--- config.mk ---
export PLATFORM = sky130hd
export DESIGN_NAME = ddwp_ctrl
export DESIGN_NICKNAME = d
export VERILOG_FILES = /design/src/rtl/core/ddwp_pkg.sv /design/src/rtl/core/ddwp_ctrl.sv
export SDC_FILE = /design/constraint.sdc
export NUM_CORES = 1
export LEC_CHECK = 0
export ABC_AREA = 1
export BUFFER_PORTS_ARGS = -buffer_cell sky130_fd_sc_hd__buf_2
export CORE_AREA = 2 2 39 41
export CTS_CLUSTER_DIAMETER = 200
export DETAILED_ROUTE_END_ITERATION = 10
export DIE_AREA = 0 0 41 43
export HOLD_SLACK_MARGIN = 0.15
export PLACE_DENSITY_LB_ADDON = 0.05
export SLEW_MARGIN = 20
export SYNTH_ARGS = -nofsm -noshare
export SYNTH_HDL_FRONTEND = slang
export SYNTH_SLANG_ARGS = --single-unit
--- constraint.sdc ---
create_clock -name clk -period 2 [get_ports clk]
set_clock_uncertainty 0.2 [all_clocks]
set_input_delay 0.1 -clock clk [delete_from_list [all_inputs] [get_ports clk]]
set_output_delay 0.1 -clock clk [all_outputs]
set_load 0.05 [all_outputs]
--- src/rtl/core/ddwp_pkg.sv ---
// Shared types, constants and helper functions for the waypoint PID core.
// Used by the controller, the datapath and the top level.
`timescale 1ns / 1ps

package ddwp_pkg;

  localparam int FifoDepthDef   = 16;
  localparam int CordicItersDef = 16;

  // Input action codes.
  localparam logic [1:0] ACT_POSE = 2'd0;
  localparam logic [1:0] ACT_WAYPOINT = 2'd1;
  localparam logic [1:0] ACT_TICK = 2'd2;

  // Phase codes.
  localparam logic [1:0] PH_TURN = 2'd0;
  localparam logic [1:0] PH_DRIVE = 2'd1;
  localparam logic [1:0] PH_ROTATE = 2'd2;
  localparam logic [1:0] PH_DONE = 2'd3;

  // Register indexes.
  localparam logic [2:0] REG_KP_LIN = 3'd0;
  localparam logic [2:0] REG_KI_LIN = 3'd1;
  localparam logic [2:0] REG_KD_LIN = 3'd2;
  localparam logic [2:0] REG_KP_ANG = 3'd3;
  localparam logic [2:0] REG_KI_ANG = 3'd4;
  localparam logic [2:0] REG_KD_ANG = 3'd5;
  localparam logic [2:0] REG_DIST_TH = 3'd6;
  localparam logic [2:0] REG_ANG_TH = 3'd7;

  localparam logic signed [15:0] PI_Q12 = 16'sd12868;
  localparam logic signed [15:0] TWO_PI_Q12 = 16'sd25736;
  localparam logic signed [21:0] HALF_PI_Q16 = 22'sd102944;
  localparam logic [15:0] INV_GAIN_Q16 = 16'd39797;
  localparam logic [11:0] DT_Q16 = 12'd3277;
  localparam logic signed [20:0] ILIM_ANG = 21'sd65536;
  localparam logic signed [20:0] ILIM_LIN = 21'sd16384;
  localparam logic [16:0] DIST_MAX = 17'd131071;

  // Controller states.
  typedef enum logic [3:0] {
    S_IDLE, S_SKIP_LOAD, S_SKIP_CORDIC, S_SKIP_CHECK, S_TICK_CORDIC,
    S_TICK_ERR, S_TICK_DECIDE, S_MUL, S_FINISH, S_OUT
  } state_t;

  // Commands from the controller to the datapath.
  typedef struct packed {
    logic cordic_start;
    logic cordic_goal;
    logic skip_pop;
    logic skip_end;
    logic final_err;
    logic mul_start;
    logic do_lin;
    logic finish;
    logic goal_done;
  } dp_cmd_t;

  // Status from the datapath to the controller.
  typedef struct packed {
    logic cordic_done;
    logic fifo_empty;
    logic dist_below;
    logic dist_above;
    logic err_above;
    logic mul_done;
  } dp_stat_t;

  // Arctangent table in Q.16.
  function automatic logic [15:0] atan_q16(input logic [4:0] i);
    case (i)
      5'd0: atan_q16 = 16'd51472;
      5'd1: atan_q16 = 16'd30386;
      5'd2: atan_q16 = 16'd16055;
      5'd3: atan_q16 = 16'd8150;
      5'd4: atan_q16 = 16'd4091;
      5'd5: atan_q16 = 16'd2047;
      5'd6: atan_q16 = 16'd1024;
      5'd7: atan_q16 = 16'd512;
      5'd8: atan_q16 = 16'd256;
      5'd9: atan_q16 = 16'd128;
      5'd10: atan_q16 = 16'd64;
      5'd11: atan_q16 = 16'd32;
      5'd12: atan_q16 = 16'd16;
      5'd13: atan_q16 = 16'd8;
      5'd14: atan_q16 = 16'd4;
      5'd15: atan_q16 = 16'd2;
      5'd16: atan_q16 = 16'd1;
      default: atan_q16 = 16'd0;
    endcase
  endfunction

  // Wraps an angle error once into plus or minus pi.
  function automatic logic signed [16:0] wrap_once(input logic signed [16:0] a);
    if (a > 17'(PI_Q12)) begin
      wrap_once = a - 17'(TWO_PI_Q12);
    end else if (a < -17'(PI_Q12)) begin
      wrap_once = a + 17'(TWO_PI_Q12);
    end else begin
      wrap_once = a;
    end
  endfunction

endpackage

--- src/rtl/core/ddwp_ctrl.sv ---
// Controller state machine of the waypoint PID core.
// Depends on ddwp_pkg; drives the datapath by command and status structs.
`timescale 1ns / 1ps

module ddwp_ctrl import ddwp_pkg::*; (
  input  logic       clk,
  input  logic       rst,
  input  logic       in_fire,
  input  logic [1:0] action,
  input  logic       list_last,
  input  logic       goal_valid,
  input  logic       out_busy,
  input  dp_stat_t   stat,
  output dp_cmd_t    cmd,
  output logic       busy,
  output logic       out_load
);

  state_t state, state_next;
  logic   is_lin, is_lin_next;

  // State register.
  always_ff @(posedge clk) begin
    if (rst) begin
      state   <= S_IDLE;
      is_lin  <= 1'b0;
    end else begin
      state   <= state_next;
      is_lin  <= is_lin_next;
    end
  end

  // Next state and commands.
  always_comb begin
    state_next   = state;
    is_lin_next  = is_lin;
    cmd          = '0;
    out_load     = 1'b0;
    busy         = (state != S_IDLE);
    case (state)
      S_IDLE: begin
        if (in_fire) begin
          if (action == ACT_WAYPOINT && list_last) begin
            state_next = S_SKIP_LOAD;
          end else if (action == ACT_TICK && goal_valid) begin
            state_next = S_TICK_CORDIC;
            cmd.cordic_start = 1'b1;
            cmd.cordic_goal  = 1'b1;
          end
        end
      end
      // The FIFO write lands this cycle; head read is registered.
      S_SKIP_LOAD: begin
        if (stat.fifo_empty) begin
          cmd.skip_end = 1'b1;
          state_next   = S_IDLE;
        end else begin
          state_next = S_SKIP_CORDIC;
        end
      end
      S_SKIP_CORDIC: begin
        cmd.cordic_start = 1'b1;
        state_next       = S_SKIP_CHECK;
      end
      S_SKIP_CHECK: begin
        if (stat.cordic_done) begin
          if (stat.dist_below) begin
            cmd.skip_pop = 1'b1;
            state_next   = S_SKIP_LOAD;
          end else begin
            cmd.skip_end = 1'b1;
            state_next   = S_IDLE;
          end
        end
      end
      S_TICK_CORDIC: begin
        if (stat.cordic_done) begin
          state_next = S_TICK_ERR;
        end
      end
      S_TICK_ERR: begin
        state_next = S_TICK_DECIDE;
      end
      S_TICK_DECIDE: begin
        if (stat.dist_above) begin
          is_lin_next   = !stat.err_above;
          cmd.mul_start = 1'b1;
          state_next    = S_MUL;
        end else begin
          cmd.final_err = 1'b1;
          is_lin_next   = 1'b0;
          state_next    = S_FINISH;
        end
      end
      S_FINISH: begin
        // Final heading error is registered; decide rotate or done.
        if (stat.err_above) begin
          cmd.mul_start = 1'b1;
          state_next    = S_MUL;
        end else begin
          cmd.goal_done = 1'b1;
          state_next    = S_OUT;
        end
      end
      S_MUL: begin
        cmd.do_lin = is_lin;
        if (stat.mul_done) begin
          cmd.finish = 1'b1;
          state_next = S_OUT;
        end
      end
      S_OUT: begin
        if (!out_busy) begin
          out_load   = 1'b1;
          state_next = S_IDLE;
        end
      end
      default: state_next = S_IDLE;
    endcase
  end

endmodule

==> Implementation_results.wiki <==
{| class="wikitable"
! Metric !! Value
|-
| Detailed Route WL || around 1.4 mm
|-
| Startpoint of the lowest-slack register-to-register path || state[1]$_SDFFE_PP0P_
|-
| Die Outline Area || between 1500 and 2000 µm²
|-
| Resized Gates After CTS || 0
|-
| Std-Cell Core Area || between 1000 and 1500 µm²
|-
| Number of antenna violations at the first check in global routing || 0
|-
| Final hold violation count || 0
|-
| Count of mapped cells out of synthesis || 94
|-
| Depth of the worst register-to-register path || 5
|-
| First-pass GRT wire length || 2.318 mm
|-
| Clock root buffer || clkbuf_4
|-
| Minimum clock period || between 1.5 and 2 ns
|-
| Number of vias per cell after detailed routing || 4.644
|-
| Post-synthesis area per instance || between 5 and 6 µm²
|-
| Class of the worst hold path || in -> reg
|-
| Number of detailed-routing iterations run before antenna repair || 4
|-
| Yosys reg bits || 5
|-
| Capture endpoint of the worst hold path || state[2]$_SDFFE_PP0P_
|-
| Clock tree from TritonCTS || yes
|-
| Final period utilization || 88.93%
|-
| GP Congestion || a little over 0.8
|-
| Detail-routed net length per standard cell || ~9.6 µm
|-
| Layout Utilization || approximately three fifths
|-
| Cell class contributing the biggest share of worst-path delay || buffers and inverters
|-
| Top cells by area in the synthesized netlist || dfxtp_1, nand2_1, nand3_1
|-
| Hold_sp || action[1]
|-
| Leading cell type in the layout, fill and taps excluded || buf_2
|-
| Distinct cells, synth || 20
|-
| Die Y || 43 µm
|-
| Crit path setup slack, layout || 0.2214 ns
|-
| Overall fraction of global-route tracks in use || between 10% and 20%
|-
| Antenna Violating Nets Remaining || 0
|-
| Final antenna diode count || 0
|-
| Portion of the post-synthesis area used by sequential elements || around 18%
|-
| Die Wd || ~41 µm
|-
| Outcome || finished, final reports clean
|-
| FP Rows || 14
|-
| Skew-Pair Late Insertion Delay || 0.25 ns
|-
| Global route total overflow || 0
|-
| Port Buffer Count || 24
|-
| Clock Pin Slew Worst Setup and Hold Paths || ~0.050 ns
|-
| I/O Pins || 25
|-
| Cell chain of the critical path || inv_2 -> nor2_2 -> nand4_1 -> dlygate4sd3_1 -> a21oi_1
|-
| Starting DRC count in detailed routing || 13
|-
| Worst vdd ir || approximately 0.57 mV
|-
| Type of origin of the critical path || flip-flop
|-
| Worst-path maximum fanout || 5
|-
| H-tree lvl count || 1
|-
| Syn_nets || ~110
|-
| Fraction of layout cells with a size suffix above 1 || roughly two fifths
|-
| Placed wire-length estimate after detailed placement || approximately 1.2 mm
|-
| Arrival @ worst endpoint || around 1.8 ns
|-
| Setup slack, reg-to-reg || around 0.22 ns
|-
| Via count || between 600 and 700
|-
| Final Slew Violations || 0
|-
| Largest buffer count on any clock path || 2
|-
| Worst-case setup slack after placement || approximately 0.49 ns
|-
| Number of global-route vias before repair || 599
|-
| Ratio of total power to cell area || roughly 980 nW/µm²
|-
| Class of the most critical setup path || reg -> reg
|-
| Number of maximum-capacitance constraint violations || 0
|-
| Capturing element type of the critical path || flip-flop
|-
| Layout fillers || between 150 and 200
|-
| Leakage power of the design || about 0.45 nW
|-
| Crit path buf inv count || 2
|-
| Most area-hungry cell type in the Yosys netlist || dfxtp_1
|-
| Setup TNS || 0 ns
|-
| Reg2reg end || is_lin$_SDFFE_PP0N_
|-
| Required time worst endpoint || just under 2 ns
|-
| Max-Slew Margin vs Limit || between 80% and 90%
|-
| Effective utilization at floorplan || slightly below 40%
|-
| Critical-path top delay cell || dlygate4sd3_1
|-
| Yosys warning total || 0
|-
| Number of failing setup endpoints in the final timing report || 0
|-
| Hold Path Stages || 7
|-
| Net count of the finished layout || 145
|-
| Number of clock sinks || 5
|-
| Number of CTS-inserted buffers || 3
|-
| P&R area growth vs syn || 48.63%
|-
| Largest net degree at the start of global routing || 9
|-
| Highest clock frequency the design can meet || 562.2 MHz
|-
| RSZ-0062 raised after global routing || false
|-
| Top library cells by usage in the layout, fill and taps aside || buf_2, nand2_1, inv_1
|-
| DRC viols || 0
|-
| Fraction of post-synthesis cell area in the top cell type by area || a little under a fifth
|-
| Netlist area before placement || around 550 µm²
|-
| Final total power || 0.0007960 W
|-
| Worst-Margin Slew || between 0.2 and 0.3 ns
|-
| Max stage delay on crit path || slightly below 0.6 ns
|}
## worst register-to-register path: stages (launching register included)
cell	delay, ns
dfxtp_1	0.45
inv_2	0.06
nor2_2	0.20
nand4_1	0.12
dlygate4sd3_1	0.58
a21oi_1	0.11
## how the worst max path moves through the flow
stage	start	to	slack, ns	depth (start not counted)
floorplan	state[1]$_SDFFE_PP0P_	cmd[8]	0.17	3
detailed placement	state[1]$_SDFFE_PP0P_	cmd[8]	0.49	5
CTS	state[1]$_SDFFE_PP0P_	cmd[8]	0.23	5
global placement	state[0]$_SDFFE_PP0P_	cmd[5]	0.51	5
global route	state[1]$_SDFFE_PP0P_	cmd[5]	0.13	5
finish	state[1]$_SDFFE_PP0P_	is_lin$_SDFFE_PP0N_	0.22	5
## state kept, by name, indices dropped and copies added (netlist names)
signal  count
state       4
is_lin      1
## synthesized netlist by cell type, drive strengths merged
cell,count
a21oi,5
dfxtp,5
inv,18
nand2,25
nand3,12
nand3b,1
nand4,1
nor2,19
nor3,2
o21ai,3
o21bai,1
o31ai,2
## metrics by stage
stage	hold slack [ns]	instances	area [µm²]
after floorplan	-0.03756	94	568.0
after global placement	0.1382	134	708.2
after detailed placement	0.1411	134	708.2
after CTS	0.2314	146	814.5
after global routing	0.2600	146	814.5
final	0.2176	146	814.5
## power by group
group	total, W	internal [W]	switching [W]
registers	0.000154	0.000120	0.0000341
logic	0.000523	0.000158	0.000364
clock network	0.000120	0.0000756	0.0000440
## timing repair
action                    CTS  global route
hold endpoints to repair    5             0
hold buffers                8             0
setup buffers               0             0
## cells by family after synthesis
group | share of synthesized area (%)
AND/OR/NAND/NOR | 57.31
flip-flops | 18.27
AO/OA/AOI/OAI | 12.10
buffers and inverters | 12.33
## layout make-up
type / instances / area [µm²] / area share, %
timing repair buffer: 32 / 200.2 / 24.58
clock buffer: 4 / 26.28 / 3.226
inverter: 18 / 67.56 / 8.295
tap: 16 / 20.02 / 2.458
multi-input combinational: 71 / 400.4 / 49.16
sequential: 5 / 100.1 / 12.29
## per-layer routing
layer	share of wire, %	track usage (%)	wire length (µm)	up-vias
met1	43	22.36	601	294
met3	4.4	7.853	62	0
li1	-	-	-	369
met5	0	0	0	-
met4	0	4.667	0	0
met2	53	30.94	740	15
Note: power is estimated with default switching activity, not from simulation.
